## src/design/hgm_pkg.sv

```systemverilog
package hgm_pkg;

  // grid geometry
  localparam int GRID_SIZE = 120;
  localparam int CELL_MM   = 25;
  localparam int CELLS     = GRID_SIZE * GRID_SIZE;
  localparam int ADDR_W    = $clog2(CELLS);
  localparam int HALF_MM   = (GRID_SIZE / 2) * CELL_MM;

  // field widths
  localparam int IDX_W     = 7;
  localparam int COORD_W   = 16;
  localparam int SPAN_W    = 11;
  localparam int ZMAX_W    = 12;
  localparam int CNT_W     = 20;
  localparam int SUM_W     = 36;
  localparam int CORNER_W  = 12;
  localparam int WORD_W    = CNT_W + SUM_W;
  localparam int CFG_IDX_W = 2;

  // binning: floor(v / CELL_MM) as a multiply by a rounded-up reciprocal
  localparam int BIN_IN_W  = 13;
  localparam int BIN_SHIFT = BIN_IN_W + $clog2(CELL_MM);
  localparam int RECIP_W   = BIN_IN_W + 1;
  localparam int PROD_W    = BIN_IN_W + RECIP_W;
  localparam int QBIN_W    = PROD_W - BIN_SHIFT;
  localparam logic [RECIP_W-1:0] BIN_RECIP =
    RECIP_W'(((1 << BIN_SHIFT) + CELL_MM - 1) / CELL_MM);

  // mean divider: quotient magnitude never exceeds 2^16
  localparam int QUO_W  = 17;
  localparam int STEP_W = $clog2(QUO_W);

  localparam logic [CNT_W-1:0] COUNT_MAX = '1;

  // op codes
  localparam logic [1:0] OP_ADD   = 2'd0;
  localparam logic [1:0] OP_READ  = 2'd1;
  localparam logic [1:0] OP_CLEAR = 2'd2;
  localparam logic [1:0] OP_NOP   = 2'd3;

  // configuration register indexes
  localparam logic [CFG_IDX_W-1:0] REG_X_SPAN   = 2'd0;
  localparam logic [CFG_IDX_W-1:0] REG_Z_MAX    = 2'd1;
  localparam logic [CFG_IDX_W-1:0] REG_OBSTACLE = 2'd2;

  localparam logic [SPAN_W-1:0]         X_SPAN_RST   = 11'd1500;
  localparam logic [ZMAX_W-1:0]         Z_MAX_RST    = 12'd3000;
  localparam logic signed [COORD_W-1:0] OBSTACLE_RST = 16'sd200;

  typedef struct packed {
    logic latch_in;
    logic bin;
    logic rd;
    logic modify;
    logic dset;
    logic div_step;
    logic clr_step;
    logic out_load;
  } dp_cmd_t;

  typedef struct packed {
    logic [1:0] op;
    logic       div_last;
    logic       clr_last;
  } dp_sts_t;

endpackage

```

## src/design/hgm_ctrl.sv

```systemverilog
module hgm_ctrl
  import hgm_pkg::*;
(
  input  logic    clk_i,
  input  logic    rst_ni,
  input  logic    in_valid_i,
  output logic    in_stall_o,
  output logic    out_valid_o,
  input  logic    out_stall_i,
  input  dp_sts_t sts_i,
  output dp_cmd_t cmd_o
);

  localparam logic [3:0] S_RCLR = 4'd0;
  localparam logic [3:0] S_IDLE = 4'd1;
  localparam logic [3:0] S_BIN  = 4'd2;
  localparam logic [3:0] S_RD   = 4'd3;
  localparam logic [3:0] S_MOD  = 4'd4;
  localparam logic [3:0] S_DSET = 4'd5;
  localparam logic [3:0] S_DIV  = 4'd6;
  localparam logic [3:0] S_OCLR = 4'd7;
  localparam logic [3:0] S_DONE = 4'd8;

  logic [3:0] state_d, state_q;
  logic       out_valid_d, out_valid_q;

  always_comb begin
    cmd_o   = '0;
    state_d = state_q;
    unique case (state_q)
      S_RCLR: begin
        cmd_o.clr_step = 1'b1;
        if (sts_i.clr_last) state_d = S_IDLE;
      end
      S_IDLE: begin
        if (in_valid_i) begin
          cmd_o.latch_in = 1'b1;
          state_d        = S_BIN;
        end
      end
      S_BIN: begin
        cmd_o.bin = 1'b1;
        unique case (sts_i.op) inside
          OP_ADD, OP_READ: state_d = S_RD;
          OP_CLEAR:        state_d = S_OCLR;
          default:         state_d = S_DONE;
        endcase
      end
      S_RD: begin
        cmd_o.rd = 1'b1;
        state_d  = S_MOD;
      end
      S_MOD: begin
        cmd_o.modify = 1'b1;
        state_d      = S_DSET;
      end
      S_DSET: begin
        cmd_o.dset = 1'b1;
        state_d    = S_DIV;
      end
      S_DIV: begin
        cmd_o.div_step = 1'b1;
        if (sts_i.div_last) state_d = S_DONE;
      end
      S_OCLR: begin
        cmd_o.clr_step = 1'b1;
        if (sts_i.clr_last) state_d = S_DONE;
      end
      S_DONE: begin
        // wait only while the output register still holds an untaken item
        if (!out_valid_q || !out_stall_i) begin
          cmd_o.out_load = 1'b1;
          state_d        = S_IDLE;
        end
      end
      default: state_d = S_IDLE;
    endcase
  end

  assign out_valid_d = cmd_o.out_load || (out_valid_q && out_stall_i);

  always_ff @(posedge clk_i or negedge rst_ni) begin
    if (!rst_ni) begin
      state_q     <= S_RCLR;
      out_valid_q <= 1'b0;
    end else begin
      state_q     <= state_d;
      out_valid_q <= out_valid_d;
    end
  end

  assign in_stall_o  = (state_q != S_IDLE);
  assign out_valid_o = out_valid_q;

`ifndef SYNTHESIS
  a_load_free: assert property (@(posedge clk_i) disable iff (!rst_ni)
    cmd_o.out_load |-> !(out_valid_q && out_stall_i))
    else $error("result loaded over an untaken item");

  a_accept_bin: assert property (@(posedge clk_i) disable iff (!rst_ni)
    (in_valid_i && !in_stall_o) |=> (state_q == S_BIN))
    else $error("accepted item not binned next");

  a_div_done: assert property (@(posedge clk_i) disable iff (!rst_ni)
    (state_q == S_DIV && sts_i.div_last) |=> (state_q == S_DONE))
    else $error("divider finished without result");

  a_clr_exit: assert property (@(posedge clk_i) disable iff (!rst_ni)
    (cmd_o.clr_step && sts_i.clr_last) |=> (state_q == S_IDLE || state_q == S_DONE))
    else $error("clear sweep ran past the last cell");
`endif

endmodule

```

## config.mk

```make
export PLATFORM = sky130hd
export DESIGN_NAME = hgm_ctrl
export DESIGN_NICKNAME = d
export VERILOG_FILES = /design/src/design/hgm_pkg.sv /design/src/design/hgm_ctrl.sv
export SDC_FILE = /design/constraint.sdc
export NUM_CORES = 1
export LEC_CHECK = 0
export BUFFER_PORTS_ARGS = -buffer_cell sky130_fd_sc_hd__buf_4
export CAP_MARGIN = 20
export CELL_PAD_IN_SITES_DETAIL_PLACEMENT = 1
export CELL_PAD_IN_SITES_GLOBAL_PLACEMENT = 2
export CORE_UTILIZATION = 23
export DETAILED_ROUTE_END_ITERATION = 7
export PLACE_DENSITY_LB_ADDON = 0.1
export SYNTH_ARGS = -nofsm -noshare
export SYNTH_HDL_FRONTEND = slang
export SYNTH_SLANG_ARGS = --single-unit
```

## constraint.sdc

```tcl
create_clock -name clk_i -period 1.8 [get_ports clk_i]
set_input_delay 0.36 -clock clk_i [delete_from_list [all_inputs] [get_ports clk_i]]
set_output_delay 0.36 -clock clk_i [all_outputs]
set_load 0.01 [all_outputs]
```

# Yosys cells after proc, flatten, opt, wreduce, memory -nomap -nowiden
# Cells that the tools add are included.
dict set report op_classes {
  eq_ne 16
  n_mux 17
  reduce_logical 10
}
# op count
set op_table {}
lappend op_table {{4-bit case mux with 9 select lines} 1}
lappend op_table {{4-bit two-way mux} 5}
lappend op_table {{4-bit by 3-bit == test with 1-bit output, second input constant} 4}
lappend op_table {{1-bit two-way mux} 10}
lappend op_table {{2-bit inequality test, second input constant} 5}
lappend op_table {{4-bit by 2-bit == test with 1-bit output, second input constant} 2}
lappend op_table {{4-bit case mux with 2 select lines} 1}
lappend op_table {{5-bit AND reduction} 1}
lappend op_table {{4-bit by 1-bit == test with 1-bit output, second input constant} 1}
lappend op_table {{4-bit == test, second input constant} 1}
lappend op_table {{4-bit logical NOT} 1}
lappend op_table {{4-bit by 1-bit inequality test with 1-bit output, second input constant} 1}
lappend op_table {{2-bit OR reduction} 2}
lappend op_table {{2-bit by 1-bit == test with 1-bit output, second input constant} 1}
lappend op_table {{2-bit == test, second input constant} 1}
lappend op_table {{1-bit logical NOT} 2}
lappend op_table {{2-bit logical NOT} 1}
lappend op_table {{1-bit logical OR} 2}
lappend op_table {{1-bit logical AND} 1}
dict set report totals {
  ff_bits 5
  inputBits 8
  output_inout_bits 10
  word_cells 45
}

# Longest topological paths before layout
# Gate-level depths: netlist of the first run.
dict set report depth {
  word_depth 5
  mapped_depth 5
  ltp_nobuf 4
}

# Worst setup path after synthesis of the first run
# OpenSTA, ideal clock, no wires.
dict set report synth_timing {
  kind {reg-to-output}
  startpoint {register state_q[1]}
  endpoint {output cmd_o[0] (netlist bit)}
  arrival_ps 1287
  required_ps 1440
  slack_ps 153
  path_stages_with_launch 4
  n_path_buf 1
  cell_sequence {dfrtp_1 buf_6 or4b_4 a21oi_1}
}
# element line
set synth_lines {}
lappend synth_lines {{start, declared} hgm_ctrl.sv:24} ;# logic [3:0] state_d, state_q;
lappend synth_lines {{start signal, assigned} hgm_ctrl.sv:87} ;# state_q <= state_d;
lappend synth_lines {{end, declared} hgm_ctrl.sv:11} ;# output dp_cmd_t cmd_o

==> results of run 1 <==
==> layout make-up <==
type,count,area (um2)
Fill cell,213,1040
Multi-Input combinational cell,43,285
Sequential cell,5,126
Tap cell,25,31.3
Timing Repair Buffer,26,198
Clock buffer,4,26.3
==> cell families (layout without fill, tap and decap cells) <==
family | count (synthesis) | count (layout)
flip-flops | 5 | 5
AND/OR/NAND/NOR | 28 | 28
AO/OA/AOI/OAI | 14 | 14
buffers and inverters | 4 | 30
multiplexers | 1 | 1
==> power by group through the flow <==
| stage | clock network, uW | logic, uW | registers [uW] |
|---|---|---|---|
| 2_1_floorplan | 0 | 452 | 199 |
| 3_3_place_gp | 0 | 699 | 217 |
| 3_5_place_dp | 0 | 689 | 220 |
| 4_1_cts | 133 | 755 | 200 |
| 5_1_grt | 138 | 857 | 209 |
| 6_report | 125 | 777 | 204 |
==> worst max path at each step <==
stage / from / endpoint / slack [ps] / cells past startpoint
2_1_floorplan: state_q[1] / cmd_o[0] / 150 / 3
3_3_place_gp: state_q[2] / cmd_o[0] / 170 / 3
3_5_place_dp: state_q[2] / cmd_o[0] / 180 / 3
4_1_cts: state_q[2] / cmd_o[0] / -5 / 3
5_1_grt: state_q[2] / cmd_o[0] / -30 / 3
6_report: state_q[2] / cmd_o[0] / -4 / 3
==> through the flow <==
stage / hold WS, ps / instance area (um2)
6_report: 416 / 667
5_1_grt: 430 / 667
4_1_cts: 412 / 653
3_5_place_dp: 165 / 589
3_3_place_gp: 164 / 589
2_1_floorplan: 64.4 / 419
==> cells in the final DEF, fill, tap and decap left out, drive strengths merged, types with 2 or more instances in the layout <==
| master | count |
|---|---|
| clkbuf | 4 |
| dfrtp | 5 |
| nor3 | 4 |
| a21oi | 4 |
| nor2b | 2 |
| nand2 | 6 |
| nor2 | 4 |
| nand2b | 2 |
| buf | 25 |
| and3 | 2 |
| o21ai | 5 |
==> repair_timing <==
action                                 CTS  global route
hold buffers                             1             0
setup buffers                            3             0
setup endpoints to repair                1             3
pin swaps                                2             0
resized for setup                        2             3
endpoints found under the hold margin    5             0
==> registers in the layout, summed over array words and instances (netlist names) <==
name,count
out_valid_o,1
state_q,4
==> tightest hold or removal path, stage by stage <==
cell and delay, ps:
buf_4 90, nand2_1 90, nand2_1 80
==> metal layers <==
| metal | global-route usage (%) | vias up |
|---|---|---|
| met5 | 0 | - |
| met1 | 16.6 | 234 |
| li1 | - | 240 |
| met2 | 24.1 | 8 |
| met3 | 3.60 | 0 |
| met4 | 3.64 | 0 |
==> results.md, run 1 <==
* **run status** complete, but fails checks
* **violated checks** setup timing
* **post-synthesis adder-cell area fraction** 0%
* **leading cell types by total area after synthesis** dfrtp_1 (30%), nand2_1 (5.4%), a21oi_1 (4.8%), nor3_1 (4.8%), o21ai_0 (4.8%)
* **crit path launch type** flop
* **I/O Pins** 18
* **worst reg2reg path startpoint** state_q[2]
* **Max transition margin** 81.2%
* **cts bufs inserted** 3
* **CP bufs+invs** 1
* **number of detailed-route iterations in the first pass** 2
* **delay of the slowest cell on the worst path** 560 ps
* **category of the critical setup timing path** flop to primary output
* **placed insts** 95
* **number of vias after detailed routing** 482
* **latest clock arrival within the worst-skew pair** 240 ps
* **final critical path time including I/O delays and setup** 1800 ps
* **global placer's final weighted congestion** 0.787
* **wire length of the first global-routing pass** 2010 um
* **final core area utilization** 39.0%
* **Top FF cell, synth** dfrtp_1
* **EDFF count, synth** 0
* **gate family responsible for the most delay along the worst path** simple AND/OR/NAND/NOR gates
* **worst reg2reg path endpoint** state_q[0]
* **cell area after synthesis** 419 um2
* **total design power** 1110 uW
* **Post-Syn Nets** 60
* **number of global-route vias before repair** 476
* **cell types with the highest counts after synthesis** nand2_1 (6), dfrtp_1 (5)
* **met3 wire len** 42 um
* **remaining global-route overflow** 0
* **Fmax** 554 MHz
* **switching part of the total** 41.8%
* **Die H** 44.7 um
* **net count reported at finish** 87
* **routed length on met2** 610 um
* **count leader, synth** nand2_1
* **number of setup violations in the final report** 1
* **multiplexer area fraction after synthesis** 2.39%
* **final sum of negative setup slack** -3.99 ps
* **Worst Max-Slew Pin Slew** 281 ps
* **core area** 1710 um2
* **count of unresolved DRC violations after routing** 0
* **final std cells w/o fill** 103
* **share of synthesized flip-flops with an asynchronous set or reset** 100%
* **setup skew after layout** 1.05 ps
* **Post-Place Setup Slack** 182 ps
* **critical path's slowest cell** or4b_4
* **Total GRT Usage** 13.7%
* **area share of the largest cell type after synthesis** 29.9%
* **IR Drop Worst-Case VDD** 0.648 mV
* **Die Outline Area** 2000 um2
* **Hold Path Depth** 3
* **Simple-Gate Fraction of Synth Area** 38.8%
* **Slew Limit Fails** 0
* **number of synthesized register bits** 5
* **wire length reported by the detailed router** 1210 um
* **FF-to-FF setup slack** 140 ps
* **maximum clock insertion buffer count** 2
* **unrepaired setup endpoints after global routing** yes
* **number of violations reported at the end of detailed-routing iteration 0** 6
* **maximum number of pins on one net before global-route repair** 10
* **Die Wd** 44.7 um
* **number of antenna violations at the first check in global routing** 0
* **Clock power frac** 11.3%
* **clock slew at the register clock pins of the worst setup and hold paths** 40 ps
* **initial standard-cell utilization of the core** 24.5%
* **length in cells of the worst reg-to-reg path** 5
* **switching power** 462 uW
* **wire length per cell after detailed routing** 11.8 um
* **type of destination of the critical path** primary output
* **part of the total power dissipated in sequential elements** 18.4%
* **critical path cell sequence** or4b_4 > a21oi_2 > buf_4
* **DRT antenna net count** 0
* **site row count** 15
* **proportion of layout cells with a drive suffix above 1** 47.4%
* **arrival time worst endpoint** 1440 ps
* **final setup margin** -3.99 ps
* **count of endpoints failing hold in the final timing report** 0
* **sequential share of the synthesized area** 29.9%
* **power density normalized to cell area** 1660 nW/um2
* **IO Port Bufs** 17
* **final clock period utilization by the worst path** 100%
* **H-tree Lvls** 1
* **Post-Syn Area per Cell** 8.06 um2
* **top metal layer carrying routed signals** met3
* **total number of clock tree sinks** 5
* **hold wc startpoint** out_stall_i
* **cell accounting for the most synthesized area** dfrtp_1
* **M1 WL** 560 um
* **clock tree from TritonCTS** done
* **Inserted Diodes** 0
* **worst hold endpoint** out_valid_o
* **critical path required time** 1440 ps
* **xor-xnor portion of the synthesized cell area** 0%
* **combinational family with the most area after synthesis** simple AND/OR/NAND/NOR gates
* **instance count of the mapped netlist** 52
* **maximum fanout count along the critical path** 2
* **clock root cell** clkbuf_4
* **max-capacitance violation count** 0
* **area overhead of the layout relative to synthesis** 59.1%
* **Internal Power** 643 uW
* **Netlist cell types** 26
* **combinational share of power** 70.3%
* **leakage component of the power** 0.000311 uW
* **via/cell ratio** 4.68
* **half-perimeter wire length after placement** 953 um
* **post-synthesis compound-gate area fraction** 22.7%
* **Ys Warns** 0
* **class of the tightest hold or removal check** input pin to flop
(Power assumes the default switching activity.)
==> run 2, diff against run 1 <==
--- a/config.mk
+++ b/config.mk
@@ -9,6 +9,7 @@
 export CAP_MARGIN = 20
 export CELL_PAD_IN_SITES_DETAIL_PLACEMENT = 1
 export CELL_PAD_IN_SITES_GLOBAL_PLACEMENT = 2
+export CORE_MARGIN = 2
 export CORE_UTILIZATION = 23
 export DETAILED_ROUTE_END_ITERATION = 7
 export PLACE_DENSITY_LB_ADDON = 0.1
==> results.md, run 2 (synthesis results as in run 1) <==
* **commonest cells after routing, fill and taps aside** buf_4 (25), nand2_1 (6), nor3_1 (4), nor2_1 (4), o21ai_0 (4)
* **final critical path time including I/O delays and setup** 1830 ps, +21.6 ps
* **number of detailed-route iterations in the first pass** 4, +2
* **global placer's final weighted congestion** 0.699, -11%
* **Inserted Diodes** 0, unchanged
* **total number of clock tree sinks** 5, unchanged
* **violated checks** setup timing
* **IR Drop Worst-Case VDD** 0.729 mV, +12%
* **Die Outline Area** 2180 um2, +9.2%
* **Sequential cell area** 128 um2, +0.99%
* **leakage component of the power** 0.000312 uW, +0.50%
* **proportion of layout cells with a drive suffix above 1** 46.8%, -0.60 points
* **Slew Limit Fails** 0, unchanged
* **Clock power frac** 12.1%, +0.8 points
* **power density normalized to cell area** 1710 nW/um2, +2.9%
* **final clock period utilization by the worst path** 101%, +1.2 points
* **I/O Pins** 18, unchanged
* **clock tree from TritonCTS** done
* **total design power** 1140 uW, +3.3%
* **site row count** 15, unchanged
* **maximum clock insertion buffer count** 2, unchanged
* **part of the total power dissipated in sequential elements** 19.1%, +0.7 points
* **class of the tightest hold or removal check** input pin to flop
* **switching part of the total** 42.4%, +0.62 points
* **type of destination of the critical path** primary output
* **remaining global-route overflow** 0, unchanged
* **setup skew after layout** 5.88 ps, +4.83 ps
* **combinational share of power** 68.8%, -1.5 points
* **number of antenna violations at the first check in global routing** 0, unchanged
* **final setup margin** -25.6 ps, -21.6 ps
* **worst reg2reg path endpoint** state_q[0]
* **Die Wd** 46.7 um, +4.5%
* **maximum number of pins on one net before global-route repair** 10, unchanged
* **final std cells w/o fill** 104, +0.97%
* **leading cell type in the layout, fill and taps excluded** buf_4
* **number of global-route vias before repair** 440, -7.6%
* **clock slew at the register clock pins of the worst setup and hold paths** 50 ps, about the same
* **wire length of the first global-routing pass** 2150 um, +6.5%
* **cts bufs inserted** 3, unchanged
* **crit path launch type** flop
* **DRT antenna net count** 0, unchanged
* **max-capacitance violation count** 0, unchanged
* **via/cell ratio** 4.72, +0.89%
* **arrival time worst endpoint** 1470 ps, +30 ps
* **latest clock arrival within the worst-skew pair** 260 ps, +20 ps
* **Max transition margin** 80.3%, -0.90 points
* **initial standard-cell utilization of the core** 24.3%, -0.27 points
* **count of fill cells added during filler insertion** 230, +8.0%
* **count of unresolved DRC violations after routing** 0, unchanged
* **area overhead of the layout relative to synthesis** 59.7%
* **unrepaired setup endpoints after global routing** yes
* **area occupied by multi-input gates** 275 um2, -3.5%
* **Reg with most FFs** state_q
* **category of the critical setup timing path** flop to primary output
* **switching power** 484 uW, +4.8%
* **Worst Max-Slew Pin Slew** 295 ps, +13.4 ps
* **wire length reported by the detailed router** 1360 um, +12%
* **number of vias after detailed routing** 491, +1.9%
* **Internal Power** 657 uW, +2.2%
* **Hold Path Depth** 3, unchanged
* **placed insts** 95, unchanged
* **worst reg2reg path startpoint** state_q[1]
* **number of setup violations in the final report** 2, +1
* **worst hold endpoint** out_valid_o
* **clock root cell** clkbuf_4
* **number of flip-flops in the largest register** 4, unchanged
* **Post-Place Setup Slack** 165 ps, -17.5 ps
* **wire length per cell after detailed routing** 13.1 um, +11%
* **net count reported at finish** 88, +1.1%
* **core area** 1730 um2, +1.1%
* **FF-to-FF setup slack** 90 ps, -50 ps
* **critical path required time** 1440 ps, about the same
* **Die H** 46.7 um, +4.5%
* **half-perimeter wire length after placement** 1000 um, +5.2%
* **hold wc startpoint** out_stall_i
* **count of endpoints failing hold in the final timing report** 0, unchanged
* **maximum fanout count along the critical path** 4, +2
* **IO Port Bufs** 17, unchanged
* **Fmax** 548 MHz, -1.2%
* **number of violations reported at the end of detailed-routing iteration 0** 5, -1
* **Total GRT Usage** 15.2%, +1.5 points
* **length in cells of the worst reg-to-reg path** 5, unchanged
* **H-tree Lvls** 1, unchanged
* **run status** complete, but fails checks
## run 2: cell types whose count changed in the layout (fill, tap and decap cells not counted)
cell	previous run	this run
dfrtp_1	4	3
nor3_2	1	0
nor3_1	3	4
dfrtp_2	1	2
or3_4	1	0
or3_1	0	1
buf_6	0	1
## run 2: critical path: stages (launching register included)
cell	delay (ps)
dfrtp_2	430
or4b_4	540
a21oi_2	120
buf_4	130
## run 2: power by group through the flow
stage	registers [uW]	clock network (uW)	logic [uW]
6_report	218	138	785
3_3_place_gp	226	0	684
2_1_floorplan	199	0	452
5_1_grt	223	158	869
4_1_cts	214	141	786
3_5_place_dp	226	0	689
## run 2: cell type report
type                       count  share of cell area, %
clock buffer                   4                   3.93
multi-input combinational     43                   41.1
sequential                     5                   19.1
tap                           25                   4.67
timing repair buffer          27                   31.2
## run 2: stage by stage
step | area, um2 | hold slack [ps] | setup TNS [ps] | util [%]
2_1_floorplan | 419 | 64.4 | 0 | -
3_3_place_gp | 589 | 167 | 0 | 34.1
3_5_place_dp | 589 | 167 | 0 | 34.1
4_1_cts | 664 | 397 | -51.7 | 38.5
5_1_grt | 669 | 396 | -203 | 38.8
6_report | 669 | 394 | -38.4 | 38.8
## run 2: worst max path at each step
stage | startpoint | to | slack (ps) | cells after the start
3_3_place_gp | state_q[1] | state_q[0] | 170 | 5
6_report | state_q[0] | cmd_o[0] | -30 | 3
4_1_cts | state_q[1] | cmd_o[0] | -40 | 3
3_5_place_dp | state_q[1] | state_q[0] | 160 | 5
5_1_grt | state_q[1] | cmd_o[7] | -80 | 5
2_1_floorplan | state_q[1] | cmd_o[0] | 150 | 3
## run 2: what timing repair did
action	in CTS	in global routing
hold buffers	1	0
hold endpoints to repair	5	0
gates resized for setup	3	2
setup buffers	4	0
setup endpoints to repair	1	5
pin swaps	0	0
## run 2: metal layers
metal / GRT usage [%] / vias to the layer above / share of wire (%)
met5: 0 / - / 0
met4: 10.0 / 0 / 3.0
met3: 5.88 / 5 / 4.9
met2: 21.4 / 15 / 48
met1: 19.1 / 230 / 44
li1: - / 241 / -
==> run 3, diff against run 2 <==
--- a/config.mk
+++ b/config.mk
@@ -12,7 +12,7 @@
 export CORE_MARGIN = 2
 export CORE_UTILIZATION = 23
 export DETAILED_ROUTE_END_ITERATION = 7
-export PLACE_DENSITY_LB_ADDON = 0.1
+export PLACE_DENSITY = 0.81
 export SYNTH_ARGS = -nofsm -noshare
 export SYNTH_HDL_FRONTEND = slang
 export SYNTH_SLANG_ARGS = --single-unit
==> results.md, run 3 (synthesis results as in run 1) <==
* **setup skew after layout** 2.25 ps, -3.63 ps
* **category of the critical setup timing path** flop to primary output
* **global placer's final weighted congestion** 0.677, -3.3%
* **clock tree from TritonCTS** done
* **run status** complete, but fails checks
* **remaining global-route overflow** 0, unchanged
* **FF-to-FF setup slack** 190 ps, +100 ps
* **crit path launch type** flop
* **IR Drop Worst-Case VDD** 0.472 mV, -35%
* **number of vias after detailed routing** 479, -2.4%
* **H-tree Lvls** 1, unchanged
* **cts bufs inserted** 3, unchanged
* **core area** 1730 um2, unchanged
* **delay of the slowest cell on the worst path** 560 ps, +20 ps
* **final clock period utilization by the worst path** 101%, -0.43 points
* **top metal layer carrying routed signals** met4
* **unrepaired setup endpoints after global routing** yes
* **class of the tightest hold or removal check** input pin to flop
* **leading cell type in the layout, fill and taps excluded** buf_4
* **via/cell ratio** 4.70, -0.53%
* **max-capacitance violation count** 0, unchanged
* **count of endpoints failing hold in the final timing report** 0, unchanged
* **IO Port Bufs** 17, unchanged
* **wire length of the first global-routing pass** 2070 um, -3.5%
* **number of flip-flops in the largest register** 4, unchanged
* **total design power** 1070 uW, -6.4%
* **site row count** 15, unchanged
* **routed length on met2** 628 um, -3.5%
* **worst reg2reg path startpoint** state_q[0]
* **final critical path time including I/O delays and setup** 1820 ps, -7.83 ps
* **proportion of layout cells with a drive suffix above 1** 42.9%, -4.0 points
* **number of antenna violations at the first check in global routing** 0, unchanged
* **total number of clock tree sinks** 5, unchanged
* **Fmax** 550 MHz, +0.43%
* **Die H** 46.7 um, unchanged
* **final sum of negative setup slack** -17.7 ps, +20.7 ps
* **arrival time worst endpoint** 1460 ps, about the same
* **DRT antenna net count** 0, unchanged
* **Worst Max-Slew Pin Slew** 318 ps, +23.0 ps
* **met3 wire len** 32 um, -52%
* **Slew Limit Fails** 0, unchanged
* **hold wc startpoint** sts_i[0]
* **count of unresolved DRC violations after routing** 0, unchanged
* **critical path required time** 1440 ps, about the same
* **M1 WL** 591 um, -1.3%
* **critical path cell sequence** or4b_4 > a21oi_2 > buf_4
* **wire length per cell after detailed routing** 12.5 um, -4.2%
* **number of setup violations in the final report** 1, -1
* **net count reported at finish** 86, -2.3%
* **maximum number of pins on one net before global-route repair** 12, +2
* **Post-Place Setup Slack** 184 ps, +19.8 ps
* **latest clock arrival within the worst-skew pair** 240 ps, -20 ps
* **type of destination of the critical path** primary output
* **commonest cells after routing, fill and taps aside** buf_4 (24), nand2_1 (6), dfrtp_1 (5)
* **number of violations reported at the end of detailed-routing iteration 0** 3, -2
* **area overhead of the layout relative to synthesis** 54.9%
* **wire length reported by the detailed router** 1280 um, -6.0%
* **Reg with most FFs** state_q
* **Total GRT Usage** 13.9%, -1.3 points
* **Worst setup startpoint** state_q[0]
* **power density normalized to cell area** 1650 nW/um2, -3.5%
* **clock slew at the register clock pins of the worst setup and hold paths** 40 ps, about the same
* **clock root cell** clkbuf_4
* **number of global-route vias before repair** 489, +11%
* **Max transition margin** 78.8%, -1.5 points
* **Die Wd** 46.7 um, unchanged
* **initial standard-cell utilization of the core** 24.3%, unchanged
* **final setup margin** -17.7 ps, +7.83 ps
* **leakage component of the power** 0.000306 uW, -2.1%
* **maximum fanout count along the critical path** 4, unchanged
* **I/O Pins** 18, unchanged
* **Inserted Diodes** 0, unchanged
* **violated checks** setup timing
* **final core area utilization** 37.6%, -1.2 points
* **critical path's slowest cell** or4b_4
* **Die Outline Area** 2180 um2, unchanged
* **half-perimeter wire length after placement** 947 um, -5.5%
* **maximum clock insertion buffer count** 2, unchanged
* **number of detailed-route iterations in the first pass** 2, -2
## run 3: layer usage
metal / vias to the layer above / GRT usage, %
met4: 0 / 10.6
met3: 4 / 2.35
met1: 227 / 16.7
li1: 238 / -
met5: - / 0
met2: 10 / 21.7
## run 3: critical path: cells and delay by family, from the launching register on
family	cells	cell delay, ps
compound gates	1	130
buf+inv	1	130
flops	1	400
simple gates	1	560
## run 3: final timing paths
| check | end | cells after the start |
|---|---|---|
| min in group asynchronous | state_q[2] | 2 |
| worst max register to register | state_q[0] | 5 |
| worst min-delay path | state_q[2] | 4 |
| max in group asynchronous | state_q[3] | 2 |
| worst max-delay path | cmd_o[0] | 3 |
| worst min register to register | out_valid_o | 2 |
## run 3: what timing repair did
item	in CTS	in global routing
hold buffers	1	0
gates resized for setup	1	1
gates cloned	0	0
endpoints found under the hold margin	5	0
pin swaps	1	0
endpoints found under the setup margin	1	4
setup buffers	2	0
## run 3: layout make-up
class                           count  area (um2)
Timing Repair Buffer               25         190
Sequential cell                     5         125
Clock buffer                        4        26.3
Multi-Input combinational cell     43         277
Tap cell                           25        31.3
Fill cell                         223        1080
## run 3: power breakdown
part           leakage (uW)  internal (uW)  switching [uW]
Combinational      0.000227            367             363
Sequential        0.0000641            162            49.0
Clock             0.0000150           83.6            43.4
Total              0.000306            613             456
## run 3: per-stage QoR
stage          instance area [um2]  hold slack [ps]  std cells
2_1_floorplan                  419             64.4         52
3_3_place_gp                   589              165         95
3_5_place_dp                   589              165         95
4_1_cts                        644              416        102
5_1_grt                        649              427        102
6_report                       649              426        102
